`config.mk`:
```
export PLATFORM = sky130hd
export DESIGN_NAME = archive_format_sniffer
export DESIGN_NICKNAME = d
export VERILOG_FILES = /design/src/design/afs_pkg.sv /design/src/design/afs_capture.sv /design/src/design/afs_queue.sv /design/src/design/afs_classify.sv /design/src/design/archive_format_sniffer.sv
export SDC_FILE = /design/constraint.sdc
export NUM_CORES = 2
export LEC_CHECK = 0
export ABC_AREA = 1
export BUFFER_PORTS_ARGS = -buffer_cell sky130_fd_sc_hd__buf_4
export CAP_MARGIN = 20
export CORE_MARGIN = 2
export CORE_UTILIZATION = 45
export CTS_CLUSTER_DIAMETER = 50
export DETAILED_ROUTE_END_ITERATION = 8
export GPL_ROUTABILITY_DRIVEN = 0
export HOLD_SLACK_MARGIN = 0.15
export PLACE_DENSITY = 0.73
export REMOVE_ABC_BUFFERS = 1
export SYNTH_ARGS = -nofsm -noshare
export SYNTH_HDL_FRONTEND = slang
export SYNTH_HIERARCHICAL = 1
export SYNTH_SLANG_ARGS = --single-unit
```
`constraint.sdc`:
```
create_clock -name clk -period 76.4 [get_ports clk]
set_input_delay 11.46 -clock clk [delete_from_list [all_inputs] [get_ports clk]]
set_output_delay 11.46 -clock clk [all_outputs]
set_load 0.01 [all_outputs]
```
`src/design/afs_pkg.sv`:
```
// ----------------------------------------------------------------------------
// afs_pkg: shared types and constants for the archive format sniffer
// Holds the prefix and tar-magic layout, the type codes and the word that
// the capture front hands to the classify back end.
// ----------------------------------------------------------------------------
package afs_pkg;

  localparam int PrefixBytes = 64;
  localparam int TextChars   = 8;
  localparam int CountW      = 10;
  localparam logic [CountW-1:0] CountMax = 10'd1023;
  localparam int TarAt       = 257;
  localparam int TarLen      = 8;
  localparam int TxtCntW     = 4;

  localparam logic [4:0] TypeNone   = 5'd0;
  localparam logic [4:0] TypeZip    = 5'd1;
  localparam logic [4:0] Type7z     = 5'd2;
  localparam logic [4:0] TypeRar    = 5'd3;
  localparam logic [4:0] TypeXar    = 5'd4;
  localparam logic [4:0] TypeDmg    = 5'd5;
  localparam logic [4:0] TypePdf    = 5'd6;
  localparam logic [4:0] TypeWim    = 5'd7;
  localparam logic [4:0] TypeCab    = 5'd8;
  localparam logic [4:0] TypeUstar  = 5'd9;
  localparam logic [4:0] TypeGnutar = 5'd10;
  localparam logic [4:0] TypeSqlite = 5'd11;
  localparam logic [4:0] TypeMsi    = 5'd12;
  localparam logic [4:0] TypeDeb    = 5'd13;
  localparam logic [4:0] TypeRpm    = 5'd14;
  localparam logic [4:0] TypeCrx    = 5'd15;
  localparam logic [4:0] TypeXz     = 5'd16;
  localparam logic [4:0] TypeGz     = 5'd17;
  localparam logic [4:0] TypeBz2    = 5'd18;
  localparam logic [4:0] TypeNes    = 5'd19;
  localparam logic [4:0] TypeZ      = 5'd20;
  localparam logic [4:0] TypeLz     = 5'd21;
  localparam logic [4:0] TypeSwf    = 5'd22;
  localparam logic [4:0] TypeEpub   = 5'd23;

  // Snapshot of one finished file, handed from capture to classify.
  typedef struct packed {
    logic [PrefixBytes-1:0][7:0] prefix;
    logic [TarLen-1:0][7:0]      tar;
    logic [TextChars-1:0][7:0]   text;
    logic [CountW-1:0]           count;
    logic                        line_end;
    logic [TxtCntW-1:0]          trimmed;
  } afs_snap_t;

  typedef struct packed {
    logic [4:0]  type_code;
    logic [31:0] version_main;
    logic [7:0]  version_minor;
    logic [31:0] format_flags;
    logic [31:0] image_count;
    logic [15:0] total_parts;
    logic [15:0] part_number;
    logic [63:0] version_text;
    logic [3:0]  version_text_length;
  } afs_result_t;

endpackage

```
`src/design/afs_capture.sv`:
```
// ----------------------------------------------------------------------------
// afs_capture: per-byte capture front
// Stores the prefix, the tar magic and the pdf version text, and hands a
// snapshot word to the queue on the last byte of each file.
// ----------------------------------------------------------------------------
module afs_capture import afs_pkg::*; (
  input  logic       clk,
  input  logic       rst_n,
  input  logic       in_valid,
  output logic       in_ready,
  input  logic [7:0] in_data_byte,
  input  logic       in_last,
  output logic       snap_valid,
  input  logic       snap_ready,
  output afs_snap_t  snap
);

  logic [PrefixBytes-1:0][7:0] prefix_r;
  logic [TarLen-1:0][7:0]      tar_r;
  logic [TextChars-1:0][7:0]   text_r;
  logic [CountW-1:0]           count_r;
  logic                        line_end_r;
  logic                        started_r;
  logic [TxtCntW-1:0]          stored_r;
  logic [TxtCntW-1:0]          trimmed_r;

  logic acc, is_eol, is_sp, txt_on, room;

  assign in_ready   = snap_ready;
  assign acc        = in_valid && in_ready;
  assign snap_valid = in_valid && in_last;
  assign is_eol     = (in_data_byte == 8'h0D) || (in_data_byte == 8'h0A);
  assign is_sp      = (in_data_byte == 8'h20) || (in_data_byte == 8'h09) ||
                      (in_data_byte == 8'h0B) || (in_data_byte == 8'h0C);
  assign txt_on     = (count_r >= CountW'(5)) && !line_end_r;
  assign room       = stored_r < TxtCntW'(TextChars);

  // Store payload bytes at their offsets.
  always_ff @(posedge clk) begin
    if (acc) begin
      for (int i = 0; i < PrefixBytes; i++)
        if (count_r == CountW'(i)) prefix_r[i] <= in_data_byte;
      for (int i = 0; i < TarLen; i++)
        if (count_r == CountW'(TarAt + i)) tar_r[i] <= in_data_byte;
      if (txt_on && !is_eol && room && (started_r || !is_sp))
        text_r[stored_r[$clog2(TextChars)-1:0]] <= in_data_byte;
    end
  end

  // Advance per-file counters; clear them after the last byte.
  always_ff @(posedge clk) begin
    if (!rst_n) begin
      count_r    <= '0;
      line_end_r <= 1'b0;
      started_r  <= 1'b0;
      stored_r   <= '0;
      trimmed_r  <= '0;
    end else if (acc) begin
      if (in_last) begin
        count_r    <= '0;
        line_end_r <= 1'b0;
        started_r  <= 1'b0;
        stored_r   <= '0;
        trimmed_r  <= '0;
      end else begin
        if (count_r != CountMax) count_r <= count_r + 1'b1;
        if (txt_on) begin
          if (is_eol) line_end_r <= 1'b1;
          else if (is_sp) begin
            if (started_r && room) stored_r <= stored_r + 1'b1;
          end else begin
            started_r <= 1'b1;
            if (room) begin
              stored_r  <= stored_r + 1'b1;
              trimmed_r <= stored_r + 1'b1;
            end else trimmed_r <= TxtCntW'(TextChars);
          end
        end
      end
    end
  end

  // Build the snapshot with the last byte folded in.
  always_comb begin
    snap          = '0;
    snap.prefix   = prefix_r;
    snap.tar      = tar_r;
    snap.text     = text_r;
    snap.line_end = line_end_r;
    snap.trimmed  = trimmed_r;
    snap.count    = (count_r != CountMax) ? count_r + 1'b1 : count_r;
    for (int i = 0; i < PrefixBytes; i++)
      if (count_r == CountW'(i)) snap.prefix[i] = in_data_byte;
    for (int i = 0; i < TarLen; i++)
      if (count_r == CountW'(TarAt + i)) snap.tar[i] = in_data_byte;
    if (txt_on) begin
      if (is_eol) snap.line_end = 1'b1;
      else if (!is_sp || started_r) begin
        if (room) snap.text[stored_r[$clog2(TextChars)-1:0]] = in_data_byte;
        if (!is_sp) snap.trimmed = room ? stored_r + 1'b1 : TxtCntW'(TextChars);
      end
    end
  end

endmodule

```
`src/design/afs_queue.sv`:
```
// ----------------------------------------------------------------------------
// afs_queue: two-entry snapshot queue
// Decouples capture from classify so each side stalls on its own.
// ----------------------------------------------------------------------------
module afs_queue import afs_pkg::*; (
  input  logic      clk,
  input  logic      rst_n,
  input  logic      wr_valid,
  output logic      wr_ready,
  input  afs_snap_t wr_data,
  output logic      rd_valid,
  input  logic      rd_ready,
  output afs_snap_t rd_data
);

  afs_snap_t  mem_r [2];
  logic       wp_r, rp_r;
  logic [1:0] cnt_r;
  logic       wr, rd;

  assign wr_ready = cnt_r != 2'd2;
  assign rd_valid = cnt_r != 2'd0;
  assign wr       = wr_valid && wr_ready;
  assign rd       = rd_valid && rd_ready;
  assign rd_data  = mem_r[rp_r];

  // Hold entries.
  always_ff @(posedge clk) begin
    if (wr) mem_r[wp_r] <= wr_data;
  end

  // Advance pointers.
  always_ff @(posedge clk) begin
    if (!rst_n) begin
      wp_r <= 1'b0; rp_r <= 1'b0; cnt_r <= '0;
    end else begin
      if (wr) wp_r <= !wp_r;
      if (rd) rp_r <= !rp_r;
      cnt_r <= cnt_r + {1'b0, wr} - {1'b0, rd};
    end
  end

  a_cnt: assert property (@(posedge clk) disable iff (!rst_n) cnt_r != 2'd3)
    else $error("queue count out of range");
  a_full: assert property (@(posedge clk) disable iff (!rst_n)
    (cnt_r == 2'd2 && !rd) |=> cnt_r == 2'd2)
    else $error("full queue lost an entry");
  a_ptr: assert property (@(posedge clk) disable iff (!rst_n)
    (cnt_r == 2'd0 || cnt_r == 2'd2) |-> wp_r == rp_r)
    else $error("queue pointers disagree with count");

endmodule

```
`src/design/afs_classify.sv`:
```
// ----------------------------------------------------------------------------
// afs_classify: signature check back end
// Tests signatures of one snapshot in priority order and registers the result.
// ----------------------------------------------------------------------------
module afs_classify import afs_pkg::*; (
  input  logic        clk,
  input  logic        rst_n,
  input  logic        snap_valid,
  output logic        snap_ready,
  input  afs_snap_t   snap,
  output logic        res_valid,
  input  logic        res_ready,
  output afs_result_t res
);

  afs_result_t res_r, res_nxt;
  logic        valid_r;

  localparam logic [27:0][7:0] Epub = "piz+bupe/noitacilppaepytemim";

  function automatic logic [7:0] pb(input afs_snap_t s, input int i);
    pb = s.prefix[i];
  endfunction

  function automatic logic [31:0] le32(input afs_snap_t s, input int i);
    le32 = {s.prefix[i+3], s.prefix[i+2], s.prefix[i+1], s.prefix[i]};
  endfunction

  function automatic logic [31:0] be32(input afs_snap_t s, input int i);
    be32 = {s.prefix[i], s.prefix[i+1], s.prefix[i+2], s.prefix[i+3]};
  endfunction

  assign snap_ready = !valid_r || res_ready;
  assign res_valid  = valid_r;
  assign res        = res_r;

  always_comb begin
    logic [CountW-1:0] n;
    logic [7:0] b2, b3;
    logic epub_ok;
    n = snap.count;
    b2 = pb(snap, 2);
    b3 = pb(snap, 3);
    epub_ok = 1'b1;
    for (int i = 0; i < 28; i++)
      if (pb(snap, 30 + i) != Epub[i]) epub_ok = 1'b0;
    res_nxt = '0;
    if (n >= 4 && pb(snap, 0) == 8'h50 && pb(snap, 1) == 8'h4B &&
        (b2 == 8'd3 || b2 == 8'd5 || b2 == 8'd7) &&
        (b3 == 8'd4 || b3 == 8'd6 || b3 == 8'd8)) begin
      res_nxt.type_code = TypeZip;
    end else if (n >= 8 && {pb(snap,0),pb(snap,1),pb(snap,2),pb(snap,3),pb(snap,4),
                 pb(snap,5)} == {"7z", 32'hBCAF271C}) begin
      res_nxt.type_code     = Type7z;
      res_nxt.version_main  = {24'd0, pb(snap, 6)};
      res_nxt.version_minor = pb(snap, 7);
    end else if (n >= 8 && be32(snap, 0) == 32'h52617221 &&
                 be32(snap, 4) == 32'h1A070100) begin
      res_nxt.type_code = TypeRar; res_nxt.version_main = 32'd5;
    end else if (n >= 7 && be32(snap, 0) == 32'h52617221 &&
                 {pb(snap,4),pb(snap,5),pb(snap,6)} == 24'h1A0700) begin
      res_nxt.type_code = TypeRar; res_nxt.version_main = 32'd4;
    end else if (n >= 28 && be32(snap, 0) == "xar!" &&
                 {pb(snap,4),pb(snap,5)} >= 16'd28) begin
      res_nxt.type_code    = TypeXar;
      res_nxt.version_main = {16'd0, pb(snap, 6), pb(snap, 7)};
    end else if (n >= 512 && be32(snap, 0) == "koly" && be32(snap, 8) == 32'd512) begin
      res_nxt.type_code = TypeDmg; res_nxt.version_main = be32(snap, 4);
    end else if (n >= 8 && be32(snap, 0) == "%PDF" && pb(snap, 4) == "-" &&
                 snap.line_end) begin
      res_nxt.type_code = TypePdf;
      for (int i = 0; i < TextChars; i++)
        if (TxtCntW'(i) < snap.trimmed) res_nxt.version_text[8*i +: 8] = snap.text[i];
      res_nxt.version_text_length = snap.trimmed;
    end else if (n >= 208 && be32(snap, 0) == "MSWI" && be32(snap, 4) == {"M", 24'd0} &&
                 le32(snap, 8) >= 32'd208) begin
      res_nxt.type_code    = TypeWim;
      res_nxt.version_main = le32(snap, 12);
      res_nxt.format_flags = le32(snap, 16);
      res_nxt.image_count  = le32(snap, 44);
      res_nxt.total_parts  = {pb(snap, 43), pb(snap, 42)};
      res_nxt.part_number  = {pb(snap, 41), pb(snap, 40)};
    end else if (n >= 40 && be32(snap, 0) == "MSCF" && be32(snap, 4) == 32'd0) begin
      res_nxt.type_code     = TypeCab;
      res_nxt.version_main  = {24'd0, pb(snap, 25)};
      res_nxt.version_minor = pb(snap, 24);
    end else if (n >= 500 && {snap.tar[0],snap.tar[1],snap.tar[2],snap.tar[3],
                 snap.tar[4],snap.tar[5]} == {"ustar", 8'd0}) begin
      res_nxt.type_code = TypeUstar;
    end else if (n >= 500 && {snap.tar[0],snap.tar[1],snap.tar[2],snap.tar[3],
                 snap.tar[4],snap.tar[5],snap.tar[6],snap.tar[7]} ==
                 {"ustar  ", 8'd0}) begin
      res_nxt.type_code = TypeGnutar;
    end else if (n >= 20 && {be32(snap,0),be32(snap,4),be32(snap,8),pb(snap,12)} ==
                 "SQLite format" && pb(snap, 15) == 8'd0) begin
      res_nxt.type_code    = TypeSqlite;
      res_nxt.version_main = {24'd0, pb(snap, 14)};
    end else if (n >= 8 && {be32(snap,0),be32(snap,4)} == 64'hD0CF11E0A1B11AE1) begin
      res_nxt.type_code = TypeMsi;
    end else if (n >= 21 && {be32(snap,0),be32(snap,4),be32(snap,8),be32(snap,12),
                 be32(snap,16),pb(snap,20)} == "!<arch>\ndebian-binary") begin
      res_nxt.type_code = TypeDeb;
    end else if (n > 96 && be32(snap, 0) == 32'hEDABEEDB) begin
      res_nxt.type_code = TypeRpm;
    end else if (n >= 4 && be32(snap, 0) == "Cr24") begin
      res_nxt.type_code = TypeCrx;
    end else if (n >= 6 && {be32(snap,0),pb(snap,4),pb(snap,5)} == 48'hFD377A585A00) begin
      res_nxt.type_code = TypeXz;
    end else if (n >= 3 && {pb(snap,0),pb(snap,1),b2} == 24'h1F8B08) begin
      res_nxt.type_code = TypeGz;
    end else if (n >= 3 && {pb(snap,0),pb(snap,1),b2} == 24'h425A68) begin
      res_nxt.type_code = TypeBz2;
    end else if (n >= 4 && be32(snap, 0) == 32'h4E45531A) begin
      res_nxt.type_code = TypeNes;
    end else if (n >= 4 && be32(snap, 0) == 32'h1FA01F9D) begin
      res_nxt.type_code = TypeZ;
    end else if (n >= 4 && be32(snap, 0) == 32'h4C5A4950) begin
      res_nxt.type_code = TypeLz;
    end else if (n > 2 && (pb(snap,0) == 8'h43 || pb(snap,0) == 8'h46) &&
                 pb(snap,1) == 8'h57 && b2 == 8'h53) begin
      res_nxt.type_code = TypeSwf;
    end else if (n > 57 && be32(snap, 0) == 32'h504B0304 && epub_ok) begin
      res_nxt.type_code = TypeEpub;
    end
  end

  // Hold the result until taken.
  always_ff @(posedge clk) begin
    if (snap_valid && snap_ready) res_r <= res_nxt;
  end

  always_ff @(posedge clk) begin
    if (!rst_n) valid_r <= 1'b0;
    else if (snap_ready) valid_r <= snap_valid;
  end

  a_hold: assert property (@(posedge clk) disable iff (!rst_n)
    (valid_r && !res_ready) |=> valid_r && $stable(res_r))
    else $error("stalled result changed");
  a_len: assert property (@(posedge clk) disable iff (!rst_n)
    valid_r |-> res_r.version_text_length <= TxtCntW'(TextChars))
    else $error("text length too large");
  a_txt: assert property (@(posedge clk) disable iff (!rst_n)
    (valid_r && res_r.type_code != TypePdf) |-> res_r.version_text_length == '0)
    else $error("text length on non-pdf type");

endmodule

```
`src/design/archive_format_sniffer.sv`:
```
// ----------------------------------------------------------------------------
// archive_format_sniffer: streaming archive signature detector
//
//   channel  direction  payload
//   in_      input      data_byte, last
//   out_     output     type fields, one word per file
//
// One byte per cycle while the queue has room. After its last byte is accepted,
// a file's result is registered in the queue, then in the classify register.
// A two-entry queue between capture and classify lets bytes keep flowing
// while a result waits; once the queue is full, input stalls.
// Reset is synchronous, active low, and clears the per-file counters.
// ----------------------------------------------------------------------------
module archive_format_sniffer import afs_pkg::*; (
  input  logic        clk,
  input  logic        rst_n,
  input  logic        in_valid,
  output logic        in_ready,
  input  logic [7:0]  in_data_byte,
  input  logic        in_last,
  output logic        out_valid,
  input  logic        out_ready,
  output logic [4:0]  out_type_code,
  output logic [31:0] out_version_main,
  output logic [7:0]  out_version_minor,
  output logic [31:0] out_format_flags,
  output logic [31:0] out_image_count,
  output logic [15:0] out_total_parts,
  output logic [15:0] out_part_number,
  output logic [63:0] out_version_text,
  output logic [3:0]  out_version_text_length
);

  afs_snap_t   s_data, q_data;
  logic        s_valid, s_ready, q_valid, q_ready;
  afs_result_t r;

  afs_capture u_cap (.clk, .rst_n, .in_valid, .in_ready, .in_data_byte, .in_last,
    .snap_valid(s_valid), .snap_ready(s_ready), .snap(s_data));

  afs_queue u_q (.clk, .rst_n, .wr_valid(s_valid), .wr_ready(s_ready), .wr_data(s_data),
    .rd_valid(q_valid), .rd_ready(q_ready), .rd_data(q_data));

  afs_classify u_cls (.clk, .rst_n, .snap_valid(q_valid), .snap_ready(q_ready),
    .snap(q_data), .res_valid(out_valid), .res_ready(out_ready), .res(r));

  assign out_type_code           = r.type_code;
  assign out_version_main        = r.version_main;
  assign out_version_minor       = r.version_minor;
  assign out_format_flags        = r.format_flags;
  assign out_image_count         = r.image_count;
  assign out_total_parts         = r.total_parts;
  assign out_part_number         = r.part_number;
  assign out_version_text        = r.version_text;
  assign out_version_text_length = r.version_text_length;

endmodule

```
# Yosys cells after proc, flatten, opt, wreduce, memory -nomap -nowiden
# Memory sizes are Yosys's and may differ from the RTL's. A register that Yosys moved wholly into a read port is not among the register bits.
# Index checks and enable logic that the tools add are counted.
# word_totals
wordCells	576
out_inout_bits	211
mem_bits_rw	1310
in_bits	13
memories	1
regBits	874
# memory_table
memory	words	width	read_ports	rd_ports_with_merged_regs	wr	line_no	source
u_q.mem_r	2	655	1	1	1	afs_queue.sv:16	afs_snap_t mem_r [2];
# classes
addsub	4
n_mux	184
reduce_logical	91
eq_ne	148
order_cmp	29
bitwise_logic	10
# ops
operator	count
$mux 172	4
$mux 8	84
$mux 37	9
$eq 10x6->1 const B	32
$eq 32x31->1 const B	10
$mux 64	4
$ne 8x7->1 const B	26
$eq 168x166->1 const B	1
$eq 10x5->1 const B	16
$mux 136	1
$eq 104x103->1 const B	1
$mux 96	1
$eq 10x4->1 const B	8
$eq 10x9->1 const B	8
$mux 5	16
$reduce_or 8->1	9
$mux 35	2
$mux 34	2
$mux 68	1
$bwmux 64	1
$eq 32x29->1 const B	2
$eq 64x63->1 const B	1
$eq 64x64->1 const B	1
$mux 32	2
other kinds (65)	224

# Logic depth before layout (Yosys ltp)
# depth
depth_word	60
mapped_depth	22

# By module
# The synthesis kept the hierarchy.
# modules_own_cells
mod	seq_area_each_um2	cells_each	instances	area_per_inst_um2
afs_queue	39437.8	2074	1	47768.3
afs_capture	19618.8	2615	1	28298.4
afs_classify	6296.0	1551	1	12876.1

# Worst setup path after synthesis
# Ideal clock, no wire load.
# synth_timing
kind	input-to-reg
from	input in_valid
to	memory u_q/mem_r[1][0] (netlist name), enable pin
arrival_time_ns	38.781
n_path_buf	0
setup_slack_ns	35.924
path_stages	4
setup_ns	1.695
path_cell_list	nand2_1 -> inv_1 -> nand2_1 -> nor2_1
# synth_between
elab_chain_len	4
# synth_lines
element	line_no	source
start, declared	archive_format_sniffer.sv:17	input logic in_valid,
$logic_and 1x1->1	afs_capture.sv:31	assign snap_valid = in_valid && in_last;
named net s_valid	archive_format_sniffer.sv:35	logic s_valid, s_ready, q_valid, q_ready;
$logic_and 1x1->1	afs_queue.sv:23	assign wr = wr_valid && wr_ready;
$mux 1	afs_queue.sv:29	if (wr) mem_r[wp_r] <= wr_data;
$mux 1 (implied by the code)	afs_queue.sv:29	
end, declared	afs_queue.sv:16	
# The timed path passes the listed nets, and every way through them passes these cells.

# Worst setup path after layout
# layout_timing
from	input in_last
to	memory u_q/mem_r[1][445] (netlist name), enable pin
# layout_between
elab_chain_len	4
# layout_lines
element	line_no	source
start, declared	archive_format_sniffer.sv:20	input logic in_last,
$logic_and 1x1->1	afs_capture.sv:31	
named net s_valid	archive_format_sniffer.sv:35	
$logic_and 1x1->1	afs_queue.sv:23	
$mux 1	afs_queue.sv:29	
$mux 1 (implied by the code)	afs_queue.sv:29	
# The timed path passes the listed nets, and every way through them passes these cells.

==> impl_results.md <==
* Post-route fraction of the period consumed by the critical path at 0.1960
* 1st-iter DRT viols at 4,462
* Number of endpoints failing setup at the final stage at 0
* Number of buffers added on ports at 223
* Highest cell delay on the worst timing path at 880 ps
* WL final at 170,000 µm
* Power density over the cells at 31.98 mW/mm²
* Worst setup SP type: input pin
* Clock-pin slew on the worst setup and hold paths at 60 ps
* GR Overflow Total at 0
* Crit path from: in_last
* Vias post-DR at 44,245
* Syn avg cell area at 13.83 µm²
* Setup slack of the critical path after layout at 61,430 ps
* Number of detailed-route iterations in the first pass at 9
* HPWL after DPL at 103,200 µm
* Number of global-route vias before repair at 43,239
* Synthesis warning total at 6
* Wire length of the first global-routing pass at 256,600 µm
* Floorplan Core Area at 0.1710 mm²
* Synth Cell Area at 0.07722 mm²
* Row Count at 152
* Hold Path Class: reg2reg
* Initial antenna violation count at 7
* Number of hold buffers added after cts at 0
* Worst clock skew at 32.08 ps
* Maximum number of pins on one net before global-route repair at 159
* Lkg Pwr at 30.86 nW
* Total count of hold-check failures in the final report at 0
* Syn-to-layout area delta at 11.30%
* Post-CTS Resized at 0
* Post-place instance area at 0.08058 mm²
* Clock tree sinks at 1,873
* Die width at 418.3 µm
* Startpoint of the tightest hold check path: u_cap/started_r$_SDFFE_PN0P_
* Largest driver fanout on the critical path at 146
* Max-Cap Viols at 0
* Fmax achieved at 66.78 MHz
* Worst-Margin Slew at 1222 ps
* Vert. Die Dim at 418.3 µm
* Slowest stage cell, crit path: sky130_fd_sc_hd__buf_4
* Number of max-slew violations in the final report at 0
* Number of H-tree levels at 4
* Total negative slack at 0 ps
* Number of buffers between clock root and the deepest sink at 3
* DRC errors left at 132
* Die area at 0.1749 mm²
* Overall routing resource usage at 0.1913
* CP Data Required Time at 76,810 ps
* Via count normalized by instance count at 5.420
* Most prevalent standard cell on the critical path: sky130_fd_sc_hd__buf_4
* Number of inserted filler cells in the final layout at 14,069
* Clock latency on the worst-skew pair at 810 ps
* Io pins at 224
* Fin nets at 5,817
* Area of all placed cells without fillers at 0.08595 mm²
* Syn Inst Count at 5,582
* Routed length per instance at 20.82 µm
* Worst slack after detailed placement at 60,600 ps
* Result of the run: complete, but fails checks
* Critical path capture point type: flip-flop
* Failing checks: DRC
* Clock root buffer: sky130_fd_sc_hd__clkbuf_16
* Initial core utilization at 0.4517
* Chain of cells forming the critical path: buf_4, nand2_1, inv_1, nand2_1, nor2_4, buf_4, buf_4, buf_12, buf_4
* Peak supply drop at 0.00002544 V
* ANT nets after route at 0
* Slew HR at 0.1769
* Unrepaired setup endpoints after global routing: false
* Ratio of cells with drive above 1 in the final layout at 0.2075
* Buffer count from post-CTS setup fixing at 0
* TritonCTS clock tree: yes
* Time the final worst path needs with I/O delays and setup at 14,970 ps
* Total clock buffers created by CTS at 175
* Startpoint-to-endpoint class of the critical path: in2reg
* Data arrival time of the critical path at 15,390 ps
metal layers:
| layer | part of all wire | global-route usage | wire length (µm) |
|---|---|---|---|
| met5 | 0.000076 | 0 | 13 |
| met1 | 0.39 | 0.2439 | 66560 |
| met4 | 0.046 | 0.08719 | 7784 |
| met3 | 0.073 | 0.03505 | 12390 |
| met2 | 0.49 | 0.3181 | 83210 |
through the flow:
stage	util	std cells	hold slack, ps	power, mW
after floorplan	-	5343	431.9	1.939
after global placement	0.4713	7850	441.0	1.930
after detailed placement	0.4713	7850	457.5	1.949
after CTS	0.5025	8160	466.4	2.763
after global routing	0.5027	8162	501.5	2.858
final	0.5027	8164	464.2	2.749
flip-flops by register name, summed over array words and instances (netlist names), 2 cells and up, named ones only:
signal and count:
u_cap/trimmed_r 4, u_cap/stored_r 4, u_cap/prefix_r 408, u_q/mem_r 1102, u_cls/res 209, u_cap/tar_r 64, u_q/cnt_r 2, u_cap/text_r 64
u_cap/count_r 10
power breakdown:
group	leakage [nW]	switching, mW	internal [mW]	total [mW]
Clock	2.60	0.365	0.452	0.817
Sequential	17.1	0.0441	1.35	1.39
Combinational	11.1	0.336	0.204	0.540
Total	30.9	0.745	2.00	2.75
worst max-delay path: cells and delay by family:
| family | cells | cell delay (ps) |
|---|---|---|
| buffers and inverters | 6 | 3210 |
| AND/OR/NAND/NOR | 3 | 390 |
final cells by class:
class	instances	area, µm²	area share
inverter	407	1545	0.01798
clock inverter	92	763.2	0.008880
multi-input combinational	3063	18130	0.2110
sequential	1873	55990	0.6514
tap	2233	2794	0.03251
timing repair buffer	276	2158	0.02511
clock buffer	218	4562	0.05308
antenna	2	5.005	0.00005823
layout by cell type (no fill, tap or decap), types with 5 or more instances in the layout:
cell type and count:
sky130_fd_sc_hd__ha_1 8, sky130_fd_sc_hd__nor4_1 29, sky130_fd_sc_hd__nor2_4 85, sky130_fd_sc_hd__inv_2 17, sky130_fd_sc_hd__clkinv_2 28, sky130_fd_sc_hd__mux2_2 551
sky130_fd_sc_hd__nand2_4 7, sky130_fd_sc_hd__nand2_2 16, sky130_fd_sc_hd__inv_1 378, sky130_fd_sc_hd__clkbuf_16 176, sky130_fd_sc_hd__clkinv_1 41, sky130_fd_sc_hd__nand2_1 1058
sky130_fd_sc_hd__xor2_1 5, sky130_fd_sc_hd__o21ai_1 65, sky130_fd_sc_hd__o22ai_1 10, sky130_fd_sc_hd__nor2_2 21, sky130_fd_sc_hd__a31oi_1 5, sky130_fd_sc_hd__nand3_1 130
sky130_fd_sc_hd__a21oi_1 31, sky130_fd_sc_hd__inv_6 13, sky130_fd_sc_hd__nand4_1 77, sky130_fd_sc_hd__bufinv_16 8, sky130_fd_sc_hd__buf_12 5, sky130_fd_sc_hd__clkbuf_1 42
sky130_fd_sc_hd__o211ai_1 8, sky130_fd_sc_hd__nor2_1 341, sky130_fd_sc_hd__nor3_1 52, sky130_fd_sc_hd__nand3b_1 7, sky130_fd_sc_hd__buf_4 269, sky130_fd_sc_hd__clkinv_4 5
sky130_fd_sc_hd__dfxtp_1 25, sky130_fd_sc_hd__o21ai_0 511, sky130_fd_sc_hd__nor3b_1 7, sky130_fd_sc_hd__edfxtp_1 1847
final timing paths:
path | to | slack [ps] | cells after the start
min | u_cap/started_r$_SDFFE_PN0P_ | 460 | 2
max | u_q/mem_r[1][445]$_DFFE_PP_ | 61430 | 9
min reg2reg | u_cap/started_r$_SDFFE_PN0P_ | 460 | 2
max reg2reg | u_cls/res[84]$_SDFFCE_PP0P_ | 69780 | 12
(Power assumes the default switching activity.)
